**src/rtl/hbrp_pkg.sv**
```systemverilog
// Shared types, character codes, phase codes and status codes of the byte-range parser.
package hbrp_pkg;

   localparam int OFFSET_BITS_DEFAULT = 64;

   // Parse phases.
   localparam logic [2:0] PH_PREFIX = 3'd0;
   localparam logic [2:0] PH_LEAD   = 3'd1;
   localparam logic [2:0] PH_START  = 3'd2;
   localparam logic [2:0] PH_END    = 3'd3;
   localparam logic [2:0] PH_TRAIL  = 3'd4;
   localparam logic [2:0] PH_BAD    = 3'd5;

   // Result status codes.
   localparam logic [1:0] ST_IGNORE = 2'd0;
   localparam logic [1:0] ST_UNSAT  = 2'd1;
   localparam logic [1:0] ST_VALID  = 2'd2;

   // Characters.
   localparam logic [7:0] CHAR_NUL   = 8'h00;
   localparam logic [7:0] CHAR_ZERO  = 8'h30;
   localparam logic [7:0] CHAR_NINE  = 8'h39;
   localparam logic [7:0] CHAR_DASH  = 8'h2d;
   localparam logic [7:0] CHAR_SPACE = 8'h20;
   localparam logic [7:0] CHAR_UP_A  = 8'h41;
   localparam logic [7:0] CHAR_UP_Z  = 8'h5a;
   localparam logic [7:0] CASE_DELTA = 8'h20;
   localparam logic [2:0] PREFIX_LEN = 3'd6;

   typedef struct packed {
      logic [7:0]  header_byte;
      logic [63:0] resource_size;
   } req_type;

   typedef struct packed {
      logic [1:0]  range_status;
      logic [63:0] range_start;
      logic [63:0] range_end;
   } rsp_type;

   typedef struct packed {
      logic [2:0] phase;
      logic       start_seen;
      logic       end_seen;
   } parse_flags_type;

   // Lower-case unit prefix "bytes=", one character per position.
   function automatic logic [7:0] unit_char(input logic [2:0] idx);
      logic [7:0] ch;
      unique case (idx)
         3'd0:    ch = 8'h62;
         3'd1:    ch = 8'h79;
         3'd2:    ch = 8'h74;
         3'd3:    ch = 8'h65;
         3'd4:    ch = 8'h73;
         3'd5:    ch = 8'h3d;
         default: ch = 8'h00;
      endcase
      return ch;
   endfunction

endpackage

```
**src/rtl/hbrp_parse.sv**
```systemverilog
// Header parse state machine with saturating decimal accumulators.
module hbrp_parse import hbrp_pkg::*; #(
   parameter int OFFSET_BITS = OFFSET_BITS_DEFAULT
) (
   input  logic                   clock,
   input  logic                   reset,
   input  logic                   step_valid,
   input  logic [7:0]             header_byte,
   output parse_flags_type        flags,
   output logic [OFFSET_BITS-1:0] start_value,
   output logic [OFFSET_BITS-1:0] end_value
);

   localparam int WideBits = OFFSET_BITS + 4;

   logic [2:0]             phase_ff, phase_in;
   logic [2:0]             prefix_count_ff, prefix_count_in;
   logic [OFFSET_BITS-1:0] start_value_ff, start_value_in;
   logic [OFFSET_BITS-1:0] end_value_ff, end_value_in;
   logic                   start_seen_ff, start_seen_in;
   logic                   end_seen_ff, end_seen_in;
   logic [7:0]             folded;
   logic                   is_digit;

   // Multiply by ten and add the digit; any carry into the top four bits saturates.
   function automatic logic [OFFSET_BITS-1:0] accumulate(input logic [OFFSET_BITS-1:0] acc,
                                                         input logic [3:0] digit);
      logic [WideBits-1:0] wide;
      logic [WideBits-1:0] sum;
      wide = WideBits'(acc);
      sum  = (wide << 3) + (wide << 1) + WideBits'(digit);
      if (sum[WideBits-1 -: 4] != 4'd0) begin
         return '1;
      end
      return sum[OFFSET_BITS-1:0];
   endfunction

   assign is_digit = (header_byte >= CHAR_ZERO) && (header_byte <= CHAR_NINE);
   assign folded   = ((header_byte >= CHAR_UP_A) && (header_byte <= CHAR_UP_Z)) ?
                     header_byte + CASE_DELTA : header_byte;

   always_comb begin
      phase_in        = phase_ff;
      prefix_count_in = prefix_count_ff;
      start_value_in  = start_value_ff;
      end_value_in    = end_value_ff;
      start_seen_in   = start_seen_ff;
      end_seen_in     = end_seen_ff;
      if (step_valid) begin
         if (header_byte == CHAR_NUL) begin
            phase_in        = PH_PREFIX;
            prefix_count_in = 3'd0;
            start_value_in  = '0;
            end_value_in    = '0;
            start_seen_in   = 1'b0;
            end_seen_in     = 1'b0;
         end else begin
            unique case (phase_ff)
               PH_PREFIX: begin
                  if ((prefix_count_ff < PREFIX_LEN) && (folded == unit_char(prefix_count_ff))) begin
                     prefix_count_in = prefix_count_ff + 3'd1;
                     if (prefix_count_in == PREFIX_LEN) begin
                        phase_in = PH_LEAD;
                     end
                  end else begin
                     phase_in = PH_BAD;
                  end
               end
               PH_LEAD: begin
                  priority if (header_byte == CHAR_SPACE) begin
                     phase_in = PH_LEAD;
                  end else if (is_digit) begin
                     start_seen_in  = 1'b1;
                     start_value_in = accumulate(start_value_ff, header_byte[3:0]);
                     phase_in       = PH_START;
                  end else if (header_byte == CHAR_DASH) begin
                     phase_in = PH_END;
                  end else begin
                     phase_in = PH_BAD;
                  end
               end
               PH_START: begin
                  priority if (is_digit) begin
                     start_value_in = accumulate(start_value_ff, header_byte[3:0]);
                  end else if (header_byte == CHAR_DASH) begin
                     phase_in = PH_END;
                  end else begin
                     phase_in = PH_BAD;
                  end
               end
               PH_END: begin
                  priority if (is_digit) begin
                     end_seen_in  = 1'b1;
                     end_value_in = accumulate(end_value_ff, header_byte[3:0]);
                  end else if (header_byte == CHAR_SPACE) begin
                     phase_in = PH_TRAIL;
                  end else begin
                     phase_in = PH_BAD;
                  end
               end
               PH_TRAIL: begin
                  if (header_byte != CHAR_SPACE) begin
                     phase_in = PH_BAD;
                  end
               end
               default: begin
                  phase_in = PH_BAD;
               end
            endcase
         end
      end
   end

   always_ff @(posedge clock) begin
      if (reset) begin
         phase_ff        <= PH_PREFIX;
         prefix_count_ff <= 3'd0;
         start_value_ff  <= '0;
         end_value_ff    <= '0;
         start_seen_ff   <= 1'b0;
         end_seen_ff     <= 1'b0;
      end else begin
         phase_ff        <= phase_in;
         prefix_count_ff <= prefix_count_in;
         start_value_ff  <= start_value_in;
         end_value_ff    <= end_value_in;
         start_seen_ff   <= start_seen_in;
         end_seen_ff     <= end_seen_in;
      end
   end

   assign flags.phase      = phase_ff;
   assign flags.start_seen = start_seen_ff;
   assign flags.end_seen   = end_seen_ff;
   assign start_value      = start_value_ff;
   assign end_value        = end_value_ff;

endmodule

```
**src/rtl/hbrp_resolve.sv**
```systemverilog
// Resolves the parsed range against the resource size into a result item.
module hbrp_resolve import hbrp_pkg::*; #(
   parameter int OFFSET_BITS = OFFSET_BITS_DEFAULT
) (
   input  parse_flags_type        flags,
   input  logic [OFFSET_BITS-1:0] start_value,
   input  logic [OFFSET_BITS-1:0] end_value,
   input  logic [OFFSET_BITS-1:0] size,
   output rsp_type                result
);

   logic                   start_ge_size;
   logic                   end_ge_size;
   logic                   start_gt_end;
   logic [OFFSET_BITS-1:0] size_minus_one;
   logic [OFFSET_BITS-1:0] size_minus_end;
   logic [1:0]             status;
   logic [OFFSET_BITS-1:0] first;
   logic [OFFSET_BITS-1:0] last;

   // All comparisons run in parallel; the selection below only picks among them.
   assign start_ge_size  = start_value >= size;
   assign end_ge_size    = end_value >= size;
   assign start_gt_end   = start_value > end_value;
   assign size_minus_one = size - OFFSET_BITS'(1);
   assign size_minus_end = size - end_value;

   always_comb begin
      status = ST_VALID;
      first  = start_value;
      last   = end_value;
      priority if ((flags.phase != PH_END) && (flags.phase != PH_TRAIL)) begin
         status = ST_IGNORE;
      end else if (!flags.start_seen) begin
         if (!flags.end_seen || (end_value == '0) || (size == '0)) begin
            status = ST_UNSAT;
         end else begin
            first = end_ge_size ? '0 : size_minus_end;
            last  = size_minus_one;
         end
      end else begin
         priority if (start_ge_size) begin
            status = ST_UNSAT;
         end else if (!flags.end_seen || end_ge_size) begin
            last = size_minus_one;
         end else if (start_gt_end) begin
            status = ST_UNSAT;
         end else begin
            last = end_value;
         end
      end
   end

   assign result.range_status = status;
   assign result.range_start  = (status == ST_VALID) ? 64'(first) : 64'd0;
   assign result.range_end    = (status == ST_VALID) ? 64'(last) : 64'd0;

endmodule

```
**src/rtl/http_byte_range_parser_core.sv**
```systemverilog
// Top level of the HTTP single byte-range header parser.
//
//   Channel   Direction  Handshake               Item
//   req_      in         req_valid / req_stall   one header byte plus resource size
//   rsp_      out        rsp_valid / rsp_stall   status, first and last byte offset
//
// An item is taken in every cycle unless the input register is stalled. It sits in
// the input register, then the parse state machine consumes it and, for the zero
// byte that ends a header, the resolved range is written to the result register.
// Reset clears all parse state and both valid flags; there is no clearing pass.
// A stall on the result side holds only zero bytes at the input register, because
// ordinary header bytes produce no result and keep flowing through the parser.
module http_byte_range_parser_core import hbrp_pkg::*; #(
   parameter int OFFSET_BITS = OFFSET_BITS_DEFAULT
) (
   input  logic    clock,
   input  logic    reset,
   input  logic    req_valid,
   output logic    req_stall,
   input  req_type req_data,
   output logic    rsp_valid,
   input  logic    rsp_stall,
   output rsp_type rsp_data
);

   // Input register.
   logic    in_valid_ff, in_valid_in;
   req_type in_data_ff;

   // Result register.
   logic    rsp_valid_ff, rsp_valid_in;
   rsp_type rsp_data_ff;

   logic                   result_free;
   logic                   end_of_header;
   logic                   consume;
   logic                   accept;
   parse_flags_type        flags;
   logic [OFFSET_BITS-1:0] start_value;
   logic [OFFSET_BITS-1:0] end_value;
   rsp_type                resolved;

   // The result register can take a new item when it is empty or being emptied.
   assign result_free   = !rsp_valid_ff || !rsp_stall;
   assign end_of_header = in_data_ff.header_byte == CHAR_NUL;

   // The held item is consumed unless it would produce a result with nowhere to go.
   assign consume   = in_valid_ff && (!end_of_header || result_free);
   assign req_stall = in_valid_ff && !consume;
   assign accept    = req_valid && !req_stall;

   always_comb begin
      in_valid_in = in_valid_ff;
      if (accept) begin
         in_valid_in = 1'b1;
      end else if (consume) begin
         in_valid_in = 1'b0;
      end
   end

   always_comb begin
      rsp_valid_in = rsp_valid_ff;
      if (result_free) begin
         rsp_valid_in = in_valid_ff && end_of_header;
      end
   end

   always_ff @(posedge clock) begin
      if (reset) begin
         in_valid_ff  <= 1'b0;
         rsp_valid_ff <= 1'b0;
      end else begin
         in_valid_ff  <= in_valid_in;
         rsp_valid_ff <= rsp_valid_in;
      end
   end

   always_ff @(posedge clock) begin
      if (accept) begin
         in_data_ff <= req_data;
      end
      if (result_free) begin
         rsp_data_ff <= resolved;
      end
   end

   hbrp_parse #(
      .OFFSET_BITS(OFFSET_BITS)
   ) u_parse (
      .clock      (clock),
      .reset      (reset),
      .step_valid (consume),
      .header_byte(in_data_ff.header_byte),
      .flags      (flags),
      .start_value(start_value),
      .end_value  (end_value)
   );

   // The size is taken from the zero byte's item; only its low bits take part.
   hbrp_resolve #(
      .OFFSET_BITS(OFFSET_BITS)
   ) u_resolve (
      .flags      (flags),
      .start_value(start_value),
      .end_value  (end_value),
      .size       (in_data_ff.resource_size[OFFSET_BITS-1:0]),
      .result     (resolved)
   );

   assign rsp_valid = rsp_valid_ff;
   assign rsp_data  = rsp_data_ff;

endmodule

```
**config.mk**
```make
export PLATFORM = sky130hd
export DESIGN_NAME = http_byte_range_parser_core
export DESIGN_NICKNAME = d
export VERILOG_FILES = /design/src/rtl/hbrp_pkg.sv /design/src/rtl/hbrp_parse.sv /design/src/rtl/hbrp_resolve.sv /design/src/rtl/http_byte_range_parser_core.sv
export SDC_FILE = /design/constraint.sdc
export NUM_CORES = 2
export LEC_CHECK = 0
export BUFFER_PORTS_ARGS = -buffer_cell sky130_fd_sc_hd__clkbuf_2
export CAP_MARGIN = 20
export CORE_MARGIN = 10
export CORE_UTILIZATION = 45
export DETAILED_ROUTE_END_ITERATION = 8
export PLACE_DENSITY_LB_ADDON = 0.05
export SYNTH_ARGS = -nofsm -noshare
export SYNTH_HDL_FRONTEND = slang
export SYNTH_SLANG_ARGS = --single-unit
```
**constraint.sdc**
```tcl
create_clock -name clock -period 10.55 [get_ports clock]
set_clock_uncertainty 0.1 [all_clocks]
set_input_delay 2.11 -clock clock [delete_from_list [all_inputs] [get_ports clock]]
set_output_delay 2.11 -clock clock [all_outputs]
set_load 0.01 [all_outputs]
```
==> out/metrics.csv <==
stage,metric,value,unit
finish,layout.nets,4103,
clock_network,cts.hold.buffers_added,0,
critical_path,required,10.91,ns
critical_path,start_kind,register,
floorplan,die_x,279,um
global_routing,grt_pass1_wl,163000,um
power,power_density,99.3,mW/mm2
yosys,synthDistinctLibCells,77,
sta,maxSlewViolCount,0,
floorplan,die_height,279,um
critical_path,worstSetupPathType,register to register,
finish,syn_to_final_growth,10.6,%
yosys,syn_inst,3447,
finish,mostFrequentLayoutCells,"ha_1, a21oi_1, nor2_1",
clock_network,insertion_delay,0.60,ns
clock_network,cts_setup_buffers,0,
sta,fin_setup_tns,0,ns
yosys,synth_mux_area_share,0.141,%
yosys,syn_area,0.0302,mm2
yosys,synthAdderAreaFrac,19.1,%
finish,layout-drive-gt1-share,9.52,%
floorplan,die_area,0.0780,mm2
finish,final_common_cell,ha_1,
yosys,synthArstFlopShare,0,%
global_routing,antenna_found_initial,3,
critical_path,crit_path_cell_trace,fa_1 -> inv_1 -> fa_1 -> nand2b_1 -> a21oi_1 -> o21a_1 -> o21ai_0 -> a311oi_1 -> o21ai_0 -> a2111oi_0 -> nand3b_1 -> and4_1 -> buf_4 -> nor2b_4 -> buf_4 -> a221o_1,
finish,fillers,6333,
placed_design,port_buffers,207,
critical_path,cp.arrival,6.48,ns
yosys,yosys.area_share.simple,15.3,%
global_routing,gr-total-overflow,0,
sta,slew_headroom,16.4,%
sta,holdWs,0.449,ns
yosys,synth-seq-area-share,29.2,%
yosys,synth_top_family_by_area,compound AO/OA/AOI/OAI gates,
sta,hold_viol,0,
drt,drc,0,
clock_network,cts_tree,built,
sta,fin_crit_sh,57.9,%
outcome,status,finished clean,
yosys,synthXorXnorAreaFrac,6.86,%
worst_hold_path,hold_path_class,register to register,
clock_network,clock_sinks,340,
clock_network,cts.clk_slew.worst_paths,0.06,ns
drt,avgViaCountPerCell,6.23,
drt,drtAntennaViolNets,0,
clock_network,cts-htree-levels,2,
yosys,yosys_warnings,0,
power,p_leak,15.3,nW
drt,totalWireLength,107000,um
global_routing,grt_pass1_vias,27300,
sta,fmax,164,MHz
clock_network,clockBufferDepth,3,
global_routing,grtUsageTotal,26.4,%
power,vdd_drop_max,0.000118,V
placed_design,place_congestion,0.950,
clock_network,cts_made_buffers,42,
critical_path,crit_path_end_kind,register,
run,drv_cap,0,
drt,num_vias,27800,
floorplan,ios,208,
critical_path,worstPathMaxFanout,50,
yosys,syn-num-nets,3982,
sta,finalSetupViolations,0,
drt,drtIter0Drc,2304,
sta,grt_setup_unrepaired,false,
critical_path,slowest_delay,0.82,ns
floorplan,start_util,45.7,%
yosys,ys_ff_latch,340,
yosys,synth_compound_area_share,25.0,%
drt,first_pass_iters,6,
yosys,synth_edf_count,202,
clock_network,cts_resized,0,
global_routing,grt_max_degree,73,
clock_network,ctsRootBufferMaster,clkbuf_16,
sta,post-route-min-period,6.11,ns
floorplan,row_count,94,
drt,wl_per_cell,24.0,um
finish,antenna_cells,0,
sta,worst_slew_pin_slew,1.24,ns
yosys,synthFlopType,edfxtp_1,
placed_design,hpwl,85800,um
critical_path,slowest_stage,a311oi_1,
yosys,syn-mean-instance-area,8.77,um2
floorplan,core_area,0.0662,mm2
-- routing by layer --
| metal | wire length, um | GRT usage [%] |
|---|---|---|
| met1 | 45000 | 32.2 |
| met2 | 53100 | 47.2 |
| met3 | 5350 | 3.09 |
| met4 | 3680 | 9.21 |
| met5 | 0 | 0 |
-- area by class of cell --
cell class	instances	area, um2	share of cell area (%)
Clock buffer	51	1090	3.27
Clock inverter	27	302	0.902
Inverter	200	751	2.25
Multi-Input combinational cell	2754	20200	60.3
Sequential cell	340	8830	26.4
Tap cell	864	1080	3.23
Timing Repair Buffer	230	1230	3.67
-- final timing paths --
kind                            start                      end  slack [ns]  cells after the start
setup / recovery       in_data_ff[67]  u_parse.start_value[56]        4.44                     16
hold reg to reg   u_parse.end_seen_ff      u_parse.end_seen_ff        0.45                      2
setup reg to reg       in_data_ff[67]  u_parse.start_value[56]        4.44                     16
hold / removal    u_parse.end_seen_ff      u_parse.end_seen_ff        0.45                      2
-- sequential cells by signal (all words and copies together), names as in the netlist --
signal and cells:
in_data_ff 72, in_valid_ff 1, rsp_data 130, rsp_valid 1
u_parse.end_seen_ff 1, u_parse.end_value 64, u_parse.phase_ff 3, u_parse.prefix_count_ff 3
u_parse.start_seen_ff 1, u_parse.start_value 64
-- worst max-delay path, delay by kind of cell (launching register included) --
kind	cells	cell delay, ns
fa+ha+maj	2	1.11
buf+inv	3	0.65
simple gates	4	0.85
flops	1	0.60
compound gates	7	2.62
-- cells in the mapped netlist, types with 122 or more instances --
cell type / number / share of area [%]
nor2_1: 294 / 3.6
dfxtp_1: 138 / 9.1
xnor2_1: 157 / 4.5
clkbuf_1: 142 / 1.8
ha_1: 454 / 19
a221o_1: 122 / 4.0
o21ai_0: 160 / 2.6
a21oi_1: 303 / 5.0
edfxtp_1: 202 / 20
inv_1: 200 / 2.5
nand2_1: 241 / 3.0
a21o_1: 127 / 3.2
-- where the power goes --
part	switching [mW]	leakage, nW	internal, mW	total, mW
clock	0.613	0.686	0.888	1.50
sequential	0.0509	3.42	1.43	1.48
combinational	0.210	11.2	0.133	0.344
total	0.875	15.3	2.45	3.32
-- kinds of logic after synthesis --
logic type | count (synthesis)
and+or+nand+nor | 953
DFF | 340
adders and majority gates | 459
AOI/OAI and AO/OA | 1101
xor gates and xnor gates | 237
buffers and inverters | 353
muxes | 4
-- through the flow --
| stage | cell area [um2] | instances | setup slack, ns | power, mW | utilization (%) |
|---|---|---|---|---|---|
| after global placement | 32000 | 4387 | 4.65 | 1.84 | 48.3 |
| after detailed placement | 32000 | 4387 | 4.61 | 1.84 | 48.3 |
| after floorplan | 30200 | 3447 | 1.08 | 1.72 | - |
| after global routing | 33400 | 4466 | 4.06 | 3.44 | 50.5 |
| after CTS | 33400 | 4465 | 4.57 | 3.35 | 50.5 |
| final | 33400 | 4466 | 4.44 | 3.32 | 50.5 |
(Power assumes the default switching activity.)
